==> src/tbb_pkg.sv <==
// shared types and constants for the transformed box bounds unit
// no dependencies; the rtl files refer to this package by scoped names, the testbench imports it
`default_nettype none

package tbb_pkg;

    localparam int WORD_W    = 32;
    localparam int FRAC_BITS = 16;
    localparam int PROD_W    = 2 * WORD_W;
    localparam int TERM_W    = PROD_W - FRAC_BITS;
    localparam int SUM_W     = TERM_W + 2;
    localparam int NUM_ROWS  = 3;
    localparam int NUM_COLS  = 4;
    localparam int NUM_AXES  = 3;
    localparam int NUM_REGS  = 6;
    localparam int PADDR_W   = 5;
    localparam int IDX_W     = 3;
    localparam int IN_W      = NUM_ROWS * NUM_COLS * WORD_W;
    localparam int OUT_W     = 2 * NUM_ROWS * WORD_W;

    localparam logic [WORD_W-1:0] WORD_MAX = {1'b0, {(WORD_W-1){1'b1}}};
    localparam logic [WORD_W-1:0] WORD_MIN = {1'b1, {(WORD_W-1){1'b0}}};

    typedef enum logic [IDX_W-1:0] {
        REG_MIN_X = 3'd0,
        REG_MIN_Y = 3'd1,
        REG_MIN_Z = 3'd2,
        REG_MAX_X = 3'd3,
        REG_MAX_Y = 3'd4,
        REG_MAX_Z = 3'd5
    } reg_idx_t;

    typedef logic signed [WORD_W-1:0] word_t;
    typedef logic signed [PROD_W-1:0] prod_t;
    typedef logic signed [TERM_W-1:0] term_t;

    // row r, column c sits at bits (r*NUM_COLS + c)*WORD_W
    typedef word_t [NUM_COLS-1:0] row_t;
    typedef row_t  [NUM_ROWS-1:0] mat_t;

    typedef struct packed {
        word_t [NUM_AXES-1:0] hi;
        word_t [NUM_AXES-1:0] lo;
    } box_t;

    typedef struct packed {
        prod_t [NUM_ROWS-1:0][NUM_AXES-1:0] lo_prod;
        prod_t [NUM_ROWS-1:0][NUM_AXES-1:0] hi_prod;
        word_t [NUM_ROWS-1:0]               offs;
    } prod_set_t;

    typedef struct packed {
        term_t [NUM_ROWS-1:0][NUM_AXES-1:0] min_term;
        term_t [NUM_ROWS-1:0][NUM_AXES-1:0] max_term;
        word_t [NUM_ROWS-1:0]               offs;
    } term_set_t;

    typedef struct packed {
        word_t [NUM_ROWS-1:0] hi;
        word_t [NUM_ROWS-1:0] lo;
    } bounds_t;

endpackage

`default_nettype wire

==> src/tbb_sum_stage.sv <==
// pipeline stage 3: add terms and offset, saturate to 32 bits; this is the output register
// depends on tbb_pkg
`default_nettype none

module tbb_sum_stage (
    input  wire logic               aclk,
    input  wire logic               aresetn,
    input  wire logic               in_valid,
    output logic                    in_ready,
    input  wire tbb_pkg::term_set_t in_data,
    output logic                    out_valid,
    input  wire logic               out_ready,
    output tbb_pkg::bounds_t        out_data
);

    logic             valid_reg;
    logic             valid_next;
    tbb_pkg::bounds_t data_reg;
    tbb_pkg::bounds_t data_next;
    logic             load;

    assign in_ready   = !valid_reg || out_ready;
    assign load       = in_valid && in_ready;
    assign valid_next = in_ready ? in_valid : valid_reg;
    assign out_valid  = valid_reg;
    assign out_data   = data_reg;

    function automatic tbb_pkg::word_t sat_word(input logic signed [tbb_pkg::SUM_W-1:0] s);
        logic [tbb_pkg::SUM_W-tbb_pkg::WORD_W:0] top;
        tbb_pkg::word_t                            res;
        top = s[tbb_pkg::SUM_W-1:tbb_pkg::WORD_W-1];
        if (top == '0 || top == '1) begin
            res = s[tbb_pkg::WORD_W-1:0];
        end else if (s[tbb_pkg::SUM_W-1]) begin
            res = tbb_pkg::WORD_MIN;
        end else begin
            res = tbb_pkg::WORD_MAX;
        end
        return res;
    endfunction

    always_comb begin
        logic signed [tbb_pkg::SUM_W-1:0] s_lo;
        logic signed [tbb_pkg::SUM_W-1:0] s_hi;
        logic signed [tbb_pkg::SUM_W-1:0] offs_ext;
        s_lo     = '0;
        s_hi     = '0;
        offs_ext = '0;
        for (int r = 0; r < tbb_pkg::NUM_ROWS; r++) begin
            offs_ext = tbb_pkg::SUM_W'($signed(in_data.offs[r]));
            s_lo = tbb_pkg::SUM_W'($signed(in_data.min_term[r][0]))
                 + tbb_pkg::SUM_W'($signed(in_data.min_term[r][1]))
                 + tbb_pkg::SUM_W'($signed(in_data.min_term[r][2]))
                 + offs_ext;
            s_hi = tbb_pkg::SUM_W'($signed(in_data.max_term[r][0]))
                 + tbb_pkg::SUM_W'($signed(in_data.max_term[r][1]))
                 + tbb_pkg::SUM_W'($signed(in_data.max_term[r][2]))
                 + offs_ext;
            data_next.lo[r] = sat_word(s_lo);
            data_next.hi[r] = sat_word(s_hi);
        end
    end

    always_ff @(posedge aclk) begin
        if (!aresetn) begin
            valid_reg <= 1'b0;
        end else begin
            valid_reg <= valid_next;
        end
    end

    always_ff @(posedge aclk) begin
        if (load) begin
            data_reg <= data_next;
        end
    end

endmodule

`default_nettype wire

==> config.mk <==
export PLATFORM = sky130hd
export DESIGN_NAME = tbb_sum_stage
export DESIGN_NICKNAME = d
export VERILOG_FILES = /design/src/tbb_pkg.sv /design/src/tbb_sum_stage.sv
export SDC_FILE = /design/constraint.sdc
export NUM_CORES = 2
export LEC_CHECK = 0
export ABC_AREA = 1
export BUFFER_PORTS_ARGS = -buffer_cell sky130_fd_sc_hd__buf_2
export CORE_AREA = 2 2 448 450
export DETAILED_ROUTE_END_ITERATION = 6
export DIE_AREA = 0 0 450 452
export HOLD_SLACK_MARGIN = 0.02
export PLACE_DENSITY = 0.55
export SYNTH_ARGS = -nofsm -noshare
export SYNTH_HDL_FRONTEND = slang
export SYNTH_SLANG_ARGS = --single-unit
export TNS_END_PERCENT = 10
==> constraint.sdc <==
create_clock -name aclk -period 31.4 [get_ports aclk]
set_input_delay 4.71 -clock aclk [delete_from_list [all_inputs] [get_ports aclk]]
set_output_delay 4.71 -clock aclk [all_outputs]
set_load 0.02 [all_outputs]
==> reports/qor.yml <==
status: "complete, no violations"
cts.sinks: 193
clock_latency_ps: 550
hold_ws_ps: 547.3
met3_usage: 0.02703
synth_xor_area_frac: 0.03137
ios: 1158
cts_buffers: 17
coreArea_sq_mm: 0.1986
start_kind: "input pin"
synth.top_cell.area_share: 0.2318
num_rows: 164
worstMarginPinSlew_ps: 991.7
yosys_register_bits: 193
drive_above_1_share: 0.1418
grt_overflow: 0
worstSetupEndpointType: "output port"
max-cap-violations: 0
synthArstFlopShare: 0
synth.mux.area_fraction: 0
yosysWarnings: 0
grt_util_met1: 0.2772
cellLeakagePower_nw: 35.97
synth_edf_count: 192
synth_largest_area_cell: "fa_1"
initial_utilization: 0.2530
fillerInstances: 22700
vias: 51382
ir_worst_vdd_mv: 0.04840
ctsHoldBuffers: 0
grt_max_degree: 126
min_path_type: "flip-flop to flip-flop"
vias_per_cell: 4.324
drv_slew: 0
htreeDepth: 4
cts.clk_slew.worst_paths_ps: 90
rsz0062_at_grt: "false"
grt_pass1_wl_um: 321200
netlist_instances: 8060
synth_top_family_by_area: "simple AND/OR/NAND/NOR gates"
crit_path_max_fanout: 2
yosysMostFrequentCell: "nand2_1"
cp.arrival_ps: 5130
cts-root-buf: "clkbuf_16"
cts_max_path_buffers: 2
io_buffers: 1157
period_needed_ps: 9841
fin_ws_ps: 21560
cts_setup_buffers: 0
wl_per_cell_um: 18.85
hold_violations: 0
synth_seq_area_share: 0.1151
drt_iter0_drc: 3749
cts_resized: 0
syn_nets: 9900
synth_area_leaders: "fa_1, nand2_1, inv_1, edfxtp_1, ha_1"
grt_pass1_vias: 50083
synth_commonest_cells: "nand2_1, inv_1, nor2_1"
dp_hpwl_um: 204900
synth.distinct_cells: 40
antenna_left: 0
cp_data_required_time_ps: 26690
die_x_um: 450
drt-total-wl_um: 224000
yosys.area_share.simple: 0.3238
syn_area_per_cell_sq_um: 6.236
first_pass_iters: 6
ys.flop_type: "edfxtp_1"
rrSetupSlack_ps: 28890
fp.dieArea_sq_mm: 0.2034
grt_usage: 0.2142
synthAdderAreaFrac: 0.3050
fmax_mhz: 101.6
cts_tree: "done"
dieHeight_um: 452
post-route-period-util: 0.3134
fin_worst_skew_ps: 14.47
pre_cts_ws_ps: 21170
critPathKind: "input pin to output port"
grt_use_met2: 0.3635
synthToLayoutAreaGrowth_pct: 18.73
busiest_layer: "met2"
synth_area_sq_mm: 0.05026
drc: 0
slew_headroom: 0.3389
setup_viol: 0
antenna_found_initial: 26
power.density_mw_per_mm2: 64.37
tns_ps: 0
synth_compound_area_frac: 0.03483
place.gp.congestion: 1.033
final_nets: 11043
[metrics by stage]
stage / utilization / area, sq um / total power [mW] / instances
floorplan: - / 50260 / 2.542 / 8060
global placement: 0.2972 / 59030 / 3.585 / 11840
detailed placement: 0.2972 / 59030 / 3.565 / 11840
CTS: 0.3003 / 59650 / 3.846 / 11872
global route: 0.3004 / 59670 / 4.216 / 11880
finish: 0.3004 / 59680 / 3.841 / 11883
[power by group]
part           internal (mW)  total [mW]  switching, mW
Combinational          0.993        3.10           2.11
Sequential             0.431       0.485         0.0542
Clock                  0.110       0.258          0.148
[worst paths after layout]
check	start	depth (start not counted)	to
setup / recovery	out_ready	4	in_ready
hold / removal	out_valid	2	out_valid
setup reg to reg	out_valid	3	out_data[152]
hold reg to reg	out_valid	2	out_valid
[per-layer routing]
metal | vias to the layer above | part of all wire
met5 | - | 0.00012
li1 | 25570 | -
met1 | 23878 | 0.43
met2 | 1693 | 0.48
met4 | 4 | 0.038
met3 | 237 | 0.060
[critical path, stage by stage]
cell and delay (ps):
buf_2 90, inv_1 100, nand2_1 70, buf_2 160
[cell type report]
| cell class | count | area [sq um] | share of cell area |
|---|---|---|---|
| inverter | 2437 | 9148 | 0.1533 |
| tap | 2656 | 3323 | 0.05569 |
| multi-input combinational | 5393 | 34940 | 0.5855 |
| antenna | 11 | 27.53 | 0.0004613 |
| timing repair buffer | 1161 | 5833 | 0.09774 |
| clock buffer | 17 | 425.4 | 0.007128 |
| sequential | 193 | 5786 | 0.09695 |
| clock inverter | 15 | 192.7 | 0.003229 |
[kinds of logic (layout without fill, tap and decap cells)]
family / count (synthesis) / in the layout
AOI/OAI and AO/OA: 317 / 317
xor gates and xnor gates: 180 / 180
adders and majority gates: 876 / 876
buffers and inverters: 2474 / 3630
DFF: 193 / 193
other: 0 / 11
and+or+nand+nor: 4020 / 4020
[registers in the layout, summed over array words and instances, names as in the netlist]
| name | cells |
|---|---|
| out_data | 192 |
| out_valid | 1 |
[layout by cell type, fill, tap and decap left out, drive strengths merged]
cell type,n
a211oi,1
a21boi,1
a21o,5
a21oi,214
a31oi,18
and2,24
and3,3
buf,1161
clkbuf,17
clkinv,4
clkinvlp,1
dfxtp,1
diode,11
edfxtp,192
fa,582
ha,294
inv,2447
nand2,2839
nand3,344
nand3b,26
nand4,69
nor2,664
nor3,33
nor4,10
o211ai,9
o21a,3
o21ai,30
o21bai,36
or2,8
xnor2,39
xor2,141
No activity file was read; power rests on OpenSTA's default activity.
