File: src/tbb_pkg.sv
// shared types and constants for the transformed box bounds unit
// no dependencies; the rtl files refer to this package by scoped names, the testbench imports it
`default_nettype none

package tbb_pkg;

    localparam int WORD_W    = 32;
    localparam int FRAC_BITS = 16;
    localparam int PROD_W    = 2 * WORD_W;
    localparam int TERM_W    = PROD_W - FRAC_BITS;
    localparam int SUM_W     = TERM_W + 2;
    localparam int NUM_ROWS  = 3;
    localparam int NUM_COLS  = 4;
    localparam int NUM_AXES  = 3;
    localparam int NUM_REGS  = 6;
    localparam int PADDR_W   = 5;
    localparam int IDX_W     = 3;
    localparam int IN_W      = NUM_ROWS * NUM_COLS * WORD_W;
    localparam int OUT_W     = 2 * NUM_ROWS * WORD_W;

    localparam logic [WORD_W-1:0] WORD_MAX = {1'b0, {(WORD_W-1){1'b1}}};
    localparam logic [WORD_W-1:0] WORD_MIN = {1'b1, {(WORD_W-1){1'b0}}};

    typedef enum logic [IDX_W-1:0] {
        REG_MIN_X = 3'd0,
        REG_MIN_Y = 3'd1,
        REG_MIN_Z = 3'd2,
        REG_MAX_X = 3'd3,
        REG_MAX_Y = 3'd4,
        REG_MAX_Z = 3'd5
    } reg_idx_t;

    typedef logic signed [WORD_W-1:0] word_t;
    typedef logic signed [PROD_W-1:0] prod_t;
    typedef logic signed [TERM_W-1:0] term_t;

    // row r, column c sits at bits (r*NUM_COLS + c)*WORD_W
    typedef word_t [NUM_COLS-1:0] row_t;
    typedef row_t  [NUM_ROWS-1:0] mat_t;

    typedef struct packed {
        word_t [NUM_AXES-1:0] hi;
        word_t [NUM_AXES-1:0] lo;
    } box_t;

    typedef struct packed {
        prod_t [NUM_ROWS-1:0][NUM_AXES-1:0] lo_prod;
        prod_t [NUM_ROWS-1:0][NUM_AXES-1:0] hi_prod;
        word_t [NUM_ROWS-1:0]               offs;
    } prod_set_t;

    typedef struct packed {
        term_t [NUM_ROWS-1:0][NUM_AXES-1:0] min_term;
        term_t [NUM_ROWS-1:0][NUM_AXES-1:0] max_term;
        word_t [NUM_ROWS-1:0]               offs;
    } term_set_t;

    typedef struct packed {
        word_t [NUM_ROWS-1:0] hi;
        word_t [NUM_ROWS-1:0] lo;
    } bounds_t;

endpackage

`default_nettype wire

File: src/tbb_apb_regs.sv
// apb register file holding the box corners
// depends on tbb_pkg
`default_nettype none

module tbb_apb_regs (
    input  wire logic                         aclk,
    input  wire logic                         aresetn,
    input  wire logic                         psel,
    input  wire logic                         penable,
    input  wire logic                         pwrite,
    input  wire logic [tbb_pkg::PADDR_W-1:0]  paddr,
    input  wire logic [tbb_pkg::WORD_W-1:0]   pwdata,
    output logic      [tbb_pkg::WORD_W-1:0]   prdata,
    output logic                              pready,
    output tbb_pkg::box_t                     box
);

    tbb_pkg::box_t     box_reg;
    tbb_pkg::box_t     box_next;
    logic [tbb_pkg::IDX_W-1:0] idx;
    logic              wr_en;

    assign pready = 1'b1;
    assign idx    = paddr[tbb_pkg::PADDR_W-1:2];
    assign wr_en  = psel & penable & pwrite & pready;
    assign box    = box_reg;

    always_comb begin
        box_next = box_reg;
        if (wr_en) begin
            unique case (idx)
                tbb_pkg::REG_MIN_X: box_next.lo[0] = pwdata;
                tbb_pkg::REG_MIN_Y: box_next.lo[1] = pwdata;
                tbb_pkg::REG_MIN_Z: box_next.lo[2] = pwdata;
                tbb_pkg::REG_MAX_X: box_next.hi[0] = pwdata;
                tbb_pkg::REG_MAX_Y: box_next.hi[1] = pwdata;
                tbb_pkg::REG_MAX_Z: box_next.hi[2] = pwdata;
                default:            box_next = box_reg;
            endcase
        end
    end

    always_comb begin
        unique case (idx)
            tbb_pkg::REG_MIN_X: prdata = box_reg.lo[0];
            tbb_pkg::REG_MIN_Y: prdata = box_reg.lo[1];
            tbb_pkg::REG_MIN_Z: prdata = box_reg.lo[2];
            tbb_pkg::REG_MAX_X: prdata = box_reg.hi[0];
            tbb_pkg::REG_MAX_Y: prdata = box_reg.hi[1];
            tbb_pkg::REG_MAX_Z: prdata = box_reg.hi[2];
            default:            prdata = '0;
        endcase
    end

    always_ff @(posedge aclk) begin
        if (!aresetn) begin
            box_reg <= '0;
        end else begin
            box_reg <= box_next;
        end
    end

endmodule

`default_nettype wire

File: config.mk
export PLATFORM = sky130hd
export DESIGN_NAME = tbb_apb_regs
export DESIGN_NICKNAME = d
export VERILOG_FILES = /design/src/tbb_pkg.sv /design/src/tbb_apb_regs.sv
export SDC_FILE = /design/constraint.sdc
export NUM_CORES = 1
export LEC_CHECK = 0
export BUFFER_PORTS_ARGS = -buffer_cell sky130_fd_sc_hd__buf_2
export CORE_MARGIN = 2
export CORE_UTILIZATION = 42
export CTS_BUF_LIST = sky130_fd_sc_hd__clkbuf_8
export CTS_CLUSTER_SIZE = 40
export DETAILED_ROUTE_END_ITERATION = 7
export PLACE_DENSITY = 0.68
export SLEW_MARGIN = 20
export SYNTH_ARGS = -nofsm -noshare
export SYNTH_HDL_FRONTEND = slang
export SYNTH_SLANG_ARGS = --single-unit
export TNS_END_PERCENT = 1
File: constraint.sdc
create_clock -name aclk -period 2.3 [get_ports aclk]
set_input_delay 0.23 -clock aclk [delete_from_list [all_inputs] [get_ports aclk]]
set_output_delay 0.23 -clock aclk [all_outputs]
set_load 0.05 [all_outputs]
==> reports/results.ini, run 1 <==
[status]
outcome=finished, final reports clean

[clock_tree]
cts_hold_buf=0
cts.sinks=192
cts_buffers=17
worstSkewPairLatency_ns=0.46
postCtsResizedCells=0
cts_tree=yes
clk_pin_slew_worst_paths_ns=0.11
cts_buffer_depth=2
cts-root-buf=clkbuf_8
postCtsSetupBuffers=0
htreeDepth=4

[drt]
ant_nets=0
top_layer_used=met4
drc=0
wl_per_cell_um=19.5
drt_iter0_markers=343
routedLengthMet1_um=12000
wl_um=27300
drtPass1Iterations=5
vias=7363
viasPerCell=5.26
met3_length_um=1630
route.met2.wl_um=13000

[layout]
area_growth_pct=24.5
post-route-cell-area_mm2=0.0107
final_core_util=0.531
drive_gt1_frac=0.354
fin_nets=1158
largest_register_ffs=192
nFillCells=1906
antenna_cells=0

[timing]
finClkSkew_ns=0
finalHoldViolCount=0
slew_viol_final=0
rsz0062_at_grt=no
holdWs_ns=0.149
fin_setup_tns_ns=0
maxSlewHeadroom=0.514
fmax_mhz=482
worstMarginPinSlew_ns=0.730
layout_min_cycle_time_ns=2.08
fin_crit_sh=0.903
setup_viol=0

[yosys]
synthFlopType=dfxtp_1
synth_top_family_by_area=multiplexers
synthXorXnorAreaFrac=0
yosysSeqAreaShare=0.447
yosys.area_share.simple=0.121
yosysMostFrequentCell=nand2_1
synth_compound_area_frac=0.0707
async_flop_share=0
synthMuxAreaShare=0.312
syn-num-nets=901
synth_area_mm2=0.00860
synth_cell_types=33
synth.area.top_cells=dfxtp_1, mux2i_1, nand2_1
ys_warn_count=0
synth_common_cells=nand2_1, mux2i_1, dfxtp_1
netlist.area_leader.share=0.447
synth-edff-count=0
synth_top_area_cell=dfxtp_1
synth-seq-cells=192
postSynthCellCount=859
avgSynthCellArea_um2=10.0
synthAdderAreaFrac=0

[critical_path]
cp_max_fo=27
cp-end-kind=primary output
critPathBufInv=3
path_delay_family=buffers and inverters
cpPeakStageDelay_ns=0.37
worst-endpoint-arrival_ns=1.85
cp.required_ns=2.07
crit_top_cell=buf_4
worst_setup_path_start_kind=primary input
slowest_stage=buf_4
worstSetupPathType=primary input to primary output
crit_chain=buf_4, buf_4, mux2_2, a32oi_1, o21ai_0, buf_2

[global_route]
antenna_found_initial=0
overflow=0
grt_max_degree=48
grt_pass1_wl_um=41400
grt.total_usage=0.247
grt_pass1_vias=7002

[power_and_ir_drop]
power_density_mw_per_mm2=576
p_leak_nw=4.53
ir_drop_mv=0.320

[floorplan]
core_area_mm2=0.0202
dieArea_mm2=0.0216
dieWidth_um=147
pin_count=267
initial_utilization=0.426
die_h_um=147
rows=52

[placed_design]
gp_congestion=0.789
dp.final_hpwl_um=18800
dpl_cell_area_mm2=0.0103
port_buffers=263

[flow_run]
max_cap_viol_count=0

[hold_path]
hp-class=primary input to register

-- tightest hold or removal path: stages --
cell and delay, ns:
buf_2 0.08, nand2_1 0.12, mux2i_1 0.15
-- through the flow --
step / std cells / power, mW / setup WS (ns)
floorplan: 859 / 3.82 / 0.0257
global placement: 1367 / 4.03 / 0.266
detailed placement: 1367 / 4.03 / 0.203
CTS: 1399 / 6.23 / 0.194
global route: 1399 / 6.37 / 0.138
finish: 1399 / 6.16 / 0.224
-- where the power goes --
group          internal [mW]  switching, mW
registers               3.35         0.0196
logic                  0.169          0.422
clock network          0.895           1.31
total                   4.41           1.75
-- cells in the final DEF, fill, tap and decap left out, types with 3 or more instances in the layout --
cell type and count:
buf_2 261, a21oi_1 4, nor2_4 6, a22oi_1 27
a32oi_1 11, inv_6 3, dfxtp_1 192, o21ai_0 14
mux2_2 50, mux2i_1 212, buf_4 34, inv_1 6
buf_12 10, inv_8 4, o22a_1 3, a221oi_1 4
o221ai_1 3, clkbuf_8 17, o22ai_1 6, a221o_1 5
nand2_1 227, clkinvlp_4 3, o32ai_1 5
-- metal layers --
layer / GRT usage / up-vias
met3: 0.0512 / 41
met5: 0 / -
met2: 0.409 / 270
met1: 0.320 / 3545
met4: 0.0851 / 0
li1: - / 3507
-- final timing paths --
| kind | from | endpoint | slack (ns) | cells past startpoint |
|---|---|---|---|---|
| worst min register to register | box[51] | box[51] | 0.47 | 2 |
| worst max register to register | box[129] | box[129] | 1.61 | 2 |
| worst max-delay path | paddr[2] | prdata[23] | 0.22 | 6 |
| worst min-delay path | pwdata[13] | box[141] | 0.15 | 3 |
-- cell families after synthesis --
group	Yosys count
compound gates	82
other cells	1
buf+inv	74
mux	262
simple gates	248
flops	192
-- layout make-up --
type                            instances  area [µm²]  area share
Tap cell                              270         338      0.0316
Timing Repair Buffer                  306        1770       0.166
Sequential cell                       192        3840       0.359
Clock buffer                           17         234      0.0219
Clock inverter                         15         151      0.0141
Multi-Input combinational cell        593        4340       0.406
Inverter                                6        22.5     0.00210
(Power assumes the default switching activity.)
==> run 2, diff against run 1 <==
--- a/config.mk
+++ b/config.mk
@@ -5,13 +5,15 @@
 export SDC_FILE = /design/constraint.sdc
 export NUM_CORES = 1
 export LEC_CHECK = 0
+export ABC_AREA = 1
 export BUFFER_PORTS_ARGS = -buffer_cell sky130_fd_sc_hd__buf_2
+export CORE_ASPECT_RATIO = 0.7
 export CORE_MARGIN = 2
 export CORE_UTILIZATION = 42
 export CTS_BUF_LIST = sky130_fd_sc_hd__clkbuf_8
 export CTS_CLUSTER_SIZE = 40
 export DETAILED_ROUTE_END_ITERATION = 7
-export PLACE_DENSITY = 0.68
+export PLACE_DENSITY = 0.67
 export SLEW_MARGIN = 20
 export SYNTH_ARGS = -nofsm -noshare
 export SYNTH_HDL_FRONTEND = slang
==> run 2 against run 1 <==
First-iteration DRC count increased to 3.0 times the previous value. Non-clock buffer count decreased by 6. Clock power increased by 6%. Worst hold slack got worse by 0.0087 ns. Critical path type unchanged. Final cell count increased by 43%. Largest cell class unchanged. Flip-flop and latch count unchanged. Final area increased by 6.3%.
==> reports/results.ini, run 2 <==
[status]
outcome=finished, final reports clean  ; unchanged

[power_and_ir_drop]
clock_power_share=0.354  ; was 0.358
p_sw_frac=0.293  ; was 0.284
ir_drop_mv=0.319  ; was 0.320 mV
p_leak_nw=5.77  ; was 4.53 nW
pwr-share-comb=0.129  ; was 0.096
power_density_mw_per_mm2=578  ; was 576 mW/mm²
power_mw=6.57  ; was 6.16 mW
sequentialPowerShare=0.517  ; was 0.546
internal_power_mw=4.65  ; was 4.41 mW
p_sw_mw=1.92  ; was 1.75 mW

[clock_tree]
cts_tree=yes  ; unchanged
cts_buffers=17  ; unchanged
cts_buffer_depth=2  ; unchanged
cts.sinks=192  ; unchanged
worstSkewPairLatency_ns=0.47  ; was 0.46 ns
htreeDepth=4  ; unchanged
postCtsSetupBuffers=0  ; unchanged
clk_pin_slew_worst_paths_ns=0.09  ; was 0.11 ns
cts_hold_buf=0  ; unchanged
cts-root-buf=clkbuf_8  ; unchanged
postCtsResizedCells=0  ; unchanged

[yosys]
synthFlopType=dfxtp_1  ; unchanged
synth_compound_area_frac=0.00958  ; was 0.0707
syn-num-nets=1540  ; was 901
synth_area_mm2=0.00941  ; was 0.00860 mm²
synth_top_area_cell=dfxtp_1  ; unchanged
postSynthCellCount=1498  ; was 859
netlist.area_leader.share=0.409  ; was 0.447
synthMuxAreaShare=0  ; was 0.312
synthXorXnorAreaFrac=0  ; unchanged
synth_cell_types=18  ; was 33
avgSynthCellArea_um2=6.28  ; was 10.0 µm²
yosys.area_share.simple=0.492  ; was 0.121
synth-seq-cells=192  ; unchanged
yosysSeqAreaShare=0.409  ; was 0.447
async_flop_share=0  ; unchanged
synth.area.top_cells=dfxtp_1, nor2_1, nand2_1  ; was dfxtp_1, mux2i_1, nand2_1
synth-edff-count=0  ; unchanged
ys_warn_count=0  ; unchanged
yosysMostFrequentCell=nor2_1  ; was nand2_1
synth_common_cells=nor2_1, nand2_1, nand3_1  ; was nand2_1, mux2i_1, dfxtp_1
synthAdderAreaFrac=0  ; unchanged
synth_top_family_by_area=simple AND/OR/NAND/NOR gates  ; was multiplexers

[drt]
drt_iter0_markers=1034  ; was 343
drtPass1Iterations=7  ; was 5
ant_nets=0  ; unchanged
vias=10366  ; was 7363
viasPerCell=5.19  ; was 5.26
wl_per_cell_um=16.9  ; was 19.5 µm
wl_um=33800  ; was 27300 µm
drc=0  ; unchanged

[timing]
maxSlewHeadroom=0.645  ; was 0.514
slew_viol_final=0  ; unchanged
layout_min_cycle_time_ns=1.99  ; was 2.08 ns
finClkSkew_ns=0  ; unchanged
fmax_mhz=503  ; was 482 MHz
fin_setup_tns_ns=0  ; unchanged
fin_crit_sh=0.864  ; was 0.903
rsz0062_at_grt=no  ; unchanged
worstMarginPinSlew_ns=0.532  ; was 0.730 ns
finalHoldViolCount=0  ; unchanged
setup_viol=0  ; unchanged
setup_slack_ns=0.312  ; was 0.224 ns

[layout]
post-route-cell-area_mm2=0.0114  ; was 0.0107 mm²
area_growth_pct=20.9  ; was 24.5%
final_core_util=0.521  ; was 0.531
antenna_cells=0  ; unchanged
largest_register_ffs=192  ; unchanged
drive_gt1_frac=0.201  ; was 0.354
layout_common_cells=nor2_1, nand2_1, buf_2  ; was buf_2, nand2_1, mux2i_1
fin_nets=1745  ; was 1158
nFillCells=2240  ; was 1906
final_common_cell=nor2_1  ; was buf_2

[placed_design]
port_buffers=263  ; unchanged
gp_congestion=0.851  ; was 0.789
pre_cts_ws_ns=0.331  ; was 0.203 ns
dp.final_hpwl_um=22200  ; was 18800 µm
dpl_cell_area_mm2=0.0110  ; was 0.0103 mm²

[floorplan]
pin_count=267  ; unchanged
dieArea_mm2=0.0236  ; was 0.0216 mm²
die_h_um=129  ; was 147 µm
core_area_mm2=0.0218  ; was 0.0202 mm²
initial_utilization=0.431  ; was 0.426
rows=45  ; was 52
dieWidth_um=183  ; was 147 µm

[global_route]
grt_pass1_wl_um=51600  ; was 41400 µm
grt_pass1_vias=9018  ; was 7002
overflow=0  ; unchanged
grt.total_usage=0.281  ; was 0.247
antenna_found_initial=0  ; unchanged
grt_max_degree=61  ; was 48

[critical_path]
worstSetupPathType=primary input to primary output  ; unchanged
worst-endpoint-arrival_ns=1.76  ; was 1.85 ns
cp_max_fo=46  ; was 27
cp.required_ns=2.07  ; about the same
cpPeakStageDelay_ns=0.27  ; was 0.37 ns
cp-end-kind=primary output  ; unchanged
path_delay_family=buffers and inverters  ; unchanged
critPathBufInv=5  ; was 3
slowest_stage=buf_12  ; was buf_4
crit_chain=buf_2, inv_4, nand2_1, nor2_4, buf_12, nand2_1, nand2_1, inv_1, nand2_1, buf_2  ; was buf_4, buf_4, mux2_2, a32oi_1, o21ai_0, buf_2
worstReg2RegStart=box[29]  ; was box[129]
critPathLaunch=paddr[3]  ; was paddr[2]
worst_setup_path_start_kind=primary input  ; unchanged
crit_top_cell=nand2_1  ; was buf_4

[flow_run]
max_cap_viol_count=0  ; unchanged

[hold_path]
hp-class=primary input to register  ; unchanged
hold_start=pwdata[3]  ; was pwdata[13]

[run 2: cell types whose count changed in the layout (fill, tap and decap cells not counted), moves of 27 or more]
| cell | change |
|---|---|
| a22oi_1 | -27 |
| inv_1 | +62 |
| mux2_2 | -50 |
| mux2i_1 | -212 |
| nand2_1 | +172 |
| nand3_1 | +194 |
| nand4_1 | +65 |
| nor2_1 | +433 |
[run 2: kinds of logic after synthesis]
| group | count (synthesis) |
|---|---|
| AOI/OAI and AO/OA | 18 |
| buffers and inverters | 182 |
| DFF | 192 |
| other | 1 |
| and+or+nand+nor | 1105 |
[run 2: worst paths after layout]
kind	endpoint	slack, ns	cells after the start
worst max-delay path	prdata[31]	0.31	10
worst max register to register	box[29]	1.66	2
worst min register to register	box[76]	0.50	2
worst min-delay path	box[99]	0.14	5
[run 2: cell type report]
cell class	instances	area, µm²	share of cell area
Clock buffer	18	248	0.0218
Clock inverter	13	149	0.0131
Sequential cell	192	3840	0.338
Multi-Input combinational cell	1124	4760	0.418
Inverter	68	263	0.0231
Timing Repair Buffer	300	1760	0.155
Tap cell	282	353	0.0310
[run 2: metal layers]
metal,share of wire,up-vias,GRT usage
met5,0,-,0
met4,0.012,0,0.0640
met3,0.092,32,0.0742
met2,0.44,418,0.437
met1,0.46,4811,0.393
li1,-,5105,-
[run 2: power groups by stage]
stage	registers, mW	logic (mW)	clock network [mW]
2_1_floorplan	3.62	0.433	0
3_5_place_dp	3.48	0.842	0
4_1_cts	3.40	0.842	2.37
3_3_place_gp	3.47	0.835	0
5_1_grt	3.41	0.913	2.50
6_report	3.40	0.849	2.33
[run 2: worst register-to-register path: cells and delay by family (launching register included)]
family / cells / cell delay, ns
and+or+nand+nor: 2 / 0.17
DFF: 1 / 0.42
[run 2: metrics by stage]
step           hold WS (ns)  instances
6_report              0.140       1997
5_1_grt               0.136       1997
4_1_cts               0.110       1997
3_5_place_dp          0.488       1966
3_3_place_gp          0.484       1966
2_1_floorplan         0.491       1498
==> run 3, diff against run 2 <==
--- a/config.mk
+++ b/config.mk
@@ -14,6 +14,7 @@
 export CTS_CLUSTER_SIZE = 40
 export DETAILED_ROUTE_END_ITERATION = 7
 export PLACE_DENSITY = 0.67
+export RECOVER_POWER = 100
 export SLEW_MARGIN = 20
 export SYNTH_ARGS = -nofsm -noshare
 export SYNTH_HDL_FRONTEND = slang
==> run 3 against run 2 <==
Sequential share of layout area increased by 0.88 points. Critical path depth down 3. Final cell count unchanged. Worst setup slack worse by 0.093 ns. Critical endpoint is now prdata[27]. Maximum frequency shrank 4.5%. Combinational power fell by 2%. Utilization decreased by 1.3 points. First-iteration DRC count fell by 10%. Flip-flop and latch count unchanged. Via count decreased by 0.37%. Clock skew did not move. Worst hold slack got worse by 0.0060 ns. Largest power group unchanged.
==> reports/results.ini, run 3 (synthesized netlist as in run 2, its figures left out) <==
[placed_design]
dp.final_hpwl_um=22200  ; unchanged
dpl_cell_area_mm2=0.0110  ; unchanged
port_buffers=263  ; unchanged
placedCellCount=1966  ; unchanged
gp_congestion=0.851  ; unchanged
pre_cts_ws_ns=0.331  ; unchanged

[layout]
antenna_cells=0  ; unchanged
drive_gt1_frac=0.0857  ; was 0.201
largest_register_ffs=192  ; unchanged
layout_common_cells=nor2_1, nand2_1, clkbuf_1  ; was nor2_1, nand2_1, buf_2
nFillCells=2341  ; was 2240
fin_cells=1997  ; unchanged
final_common_cell=nor2_1  ; unchanged
area_growth_pct=17.9  ; was 20.9%
post-route-cell-area_mm2=0.0111  ; was 0.0114 mm²
fin_nets=1745  ; unchanged
final_core_util=0.508  ; was 0.521

[timing]
worstMarginPinSlew_ns=1.31  ; was 0.532 ns
holdWs_ns=0.134  ; was 0.140 ns
finalHoldViolCount=0  ; unchanged
layout_min_cycle_time_ns=2.08  ; was 1.99 ns
slew_viol_final=0  ; unchanged
rsz0062_at_grt=no  ; unchanged
finClkSkew_ns=0  ; unchanged
setup_slack_ns=0.219  ; was 0.312 ns
maxSlewHeadroom=0.126  ; was 0.645
fmax_mhz=481  ; was 503 MHz
fin_crit_sh=0.905  ; was 0.864
fin_setup_tns_ns=0  ; unchanged
setup_viol=0  ; unchanged

[drt]
ant_nets=0  ; unchanged
vias=10328  ; was 10366
drt_iter0_markers=929  ; was 1034
wl_per_cell_um=16.9  ; about the same
viasPerCell=5.17  ; was 5.19
drc=0  ; unchanged
wl_um=33800  ; about the same
drtPass1Iterations=5  ; was 7

[global_route]
overflow=0  ; unchanged
grt.total_usage=0.281  ; unchanged
grt_max_degree=61  ; unchanged
grt_pass1_wl_um=51600  ; unchanged
antenna_found_initial=0  ; unchanged
grt_pass1_vias=9018  ; unchanged

[floorplan]
pin_count=267  ; unchanged
dieArea_mm2=0.0236  ; unchanged
dieWidth_um=183  ; unchanged
die_h_um=129  ; unchanged
core_area_mm2=0.0218  ; unchanged
initial_utilization=0.431  ; unchanged
rows=45  ; unchanged

[power_and_ir_drop]
ir_drop_mv=0.309  ; was 0.319 mV
p_leak_nw=4.89  ; was 5.77 nW
power_mw=6.57  ; about the same
power_density_mw_per_mm2=593  ; was 578 mW/mm²

[clock_tree]
postCtsResizedCells=0  ; unchanged
postCtsSetupBuffers=0  ; unchanged
cts-root-buf=clkbuf_8  ; unchanged
cts_tree=yes  ; unchanged
clk_pin_slew_worst_paths_ns=0.11  ; was 0.09 ns
htreeDepth=4  ; unchanged
cts_buffers=17  ; unchanged
cts_hold_buf=0  ; unchanged
cts.sinks=192  ; unchanged
worstSkewPairLatency_ns=0.47  ; about the same
cts_buffer_depth=2  ; unchanged

[critical_path]
worst-endpoint-arrival_ns=1.85  ; was 1.76 ns
cp_max_fo=41  ; was 46
r2r_slack_ns=1.65  ; was 1.66 ns
cp-end-kind=primary output  ; unchanged
worstSetupPathType=primary input to primary output  ; unchanged
worst_setup_path_start_kind=primary input  ; unchanged
cp.required_ns=2.07  ; about the same

[status]
outcome=finished, final reports clean  ; unchanged

[flow_run]
max_cap_viol_count=0  ; unchanged

[hold_path]
hp-class=primary input to register  ; unchanged

-- run 3: cell types whose count changed in the layout (fill, tap and decap cells not counted), sizes merged --
cell | before | now
buf | 300 | 71
clkbuf | 18 | 247
-- run 3: final timing paths --
| check | from | endpoint | cells past startpoint |
|---|---|---|---|
| hold reg to reg | box[113] | box[113] | 2 |
| setup reg to reg | box[81] | box[81] | 2 |
| hold / removal | pwdata[29] | box[189] | 5 |
| setup / recovery | paddr[4] | prdata[27] | 7 |
-- run 3: area by class of cell --
type / instances / area, µm² / share of cell area
Sequential cell: 192 / 3840 / 0.347
Tap cell: 282 / 353 / 0.0318
Multi-Input combinational cell: 1124 / 4740 / 0.428
Clock inverter: 13 / 149 / 0.0134
Clock buffer: 18 / 248 / 0.0223
Timing Repair Buffer: 300 / 1490 / 0.135
Inverter: 68 / 260 / 0.0235
-- run 3: critical path: stages --
cell      delay (ns)
clkbuf_1        0.30
clkbuf_4        0.60
nand4_1         0.15
nand2_1         0.16
nor2_1          0.08
nand2_1         0.06
clkbuf_2        0.27
-- run 3: metal layers --
metal / share of wire / global-route usage / wire length [µm] / vias up
li1: - / - / - / 5111
met1: 0.46 / 0.393 / 15600 / 4744
met2: 0.44 / 0.437 / 14700 / 442
met3: 0.092 / 0.0742 / 3100 / 31
met4: 0.012 / 0.0640 / 393 / 0
met5: 0 / 0 / 0 / -
-- run 3: report_power, final --
group | leakage (nW) | total [mW] | internal (mW) | switching, mW
Clock | 0.196 | 2.34 | 1.08 | 1.25
Sequential | 1.55 | 3.40 | 3.37 | 0.0358
Combinational | 3.14 | 0.833 | 0.189 | 0.644
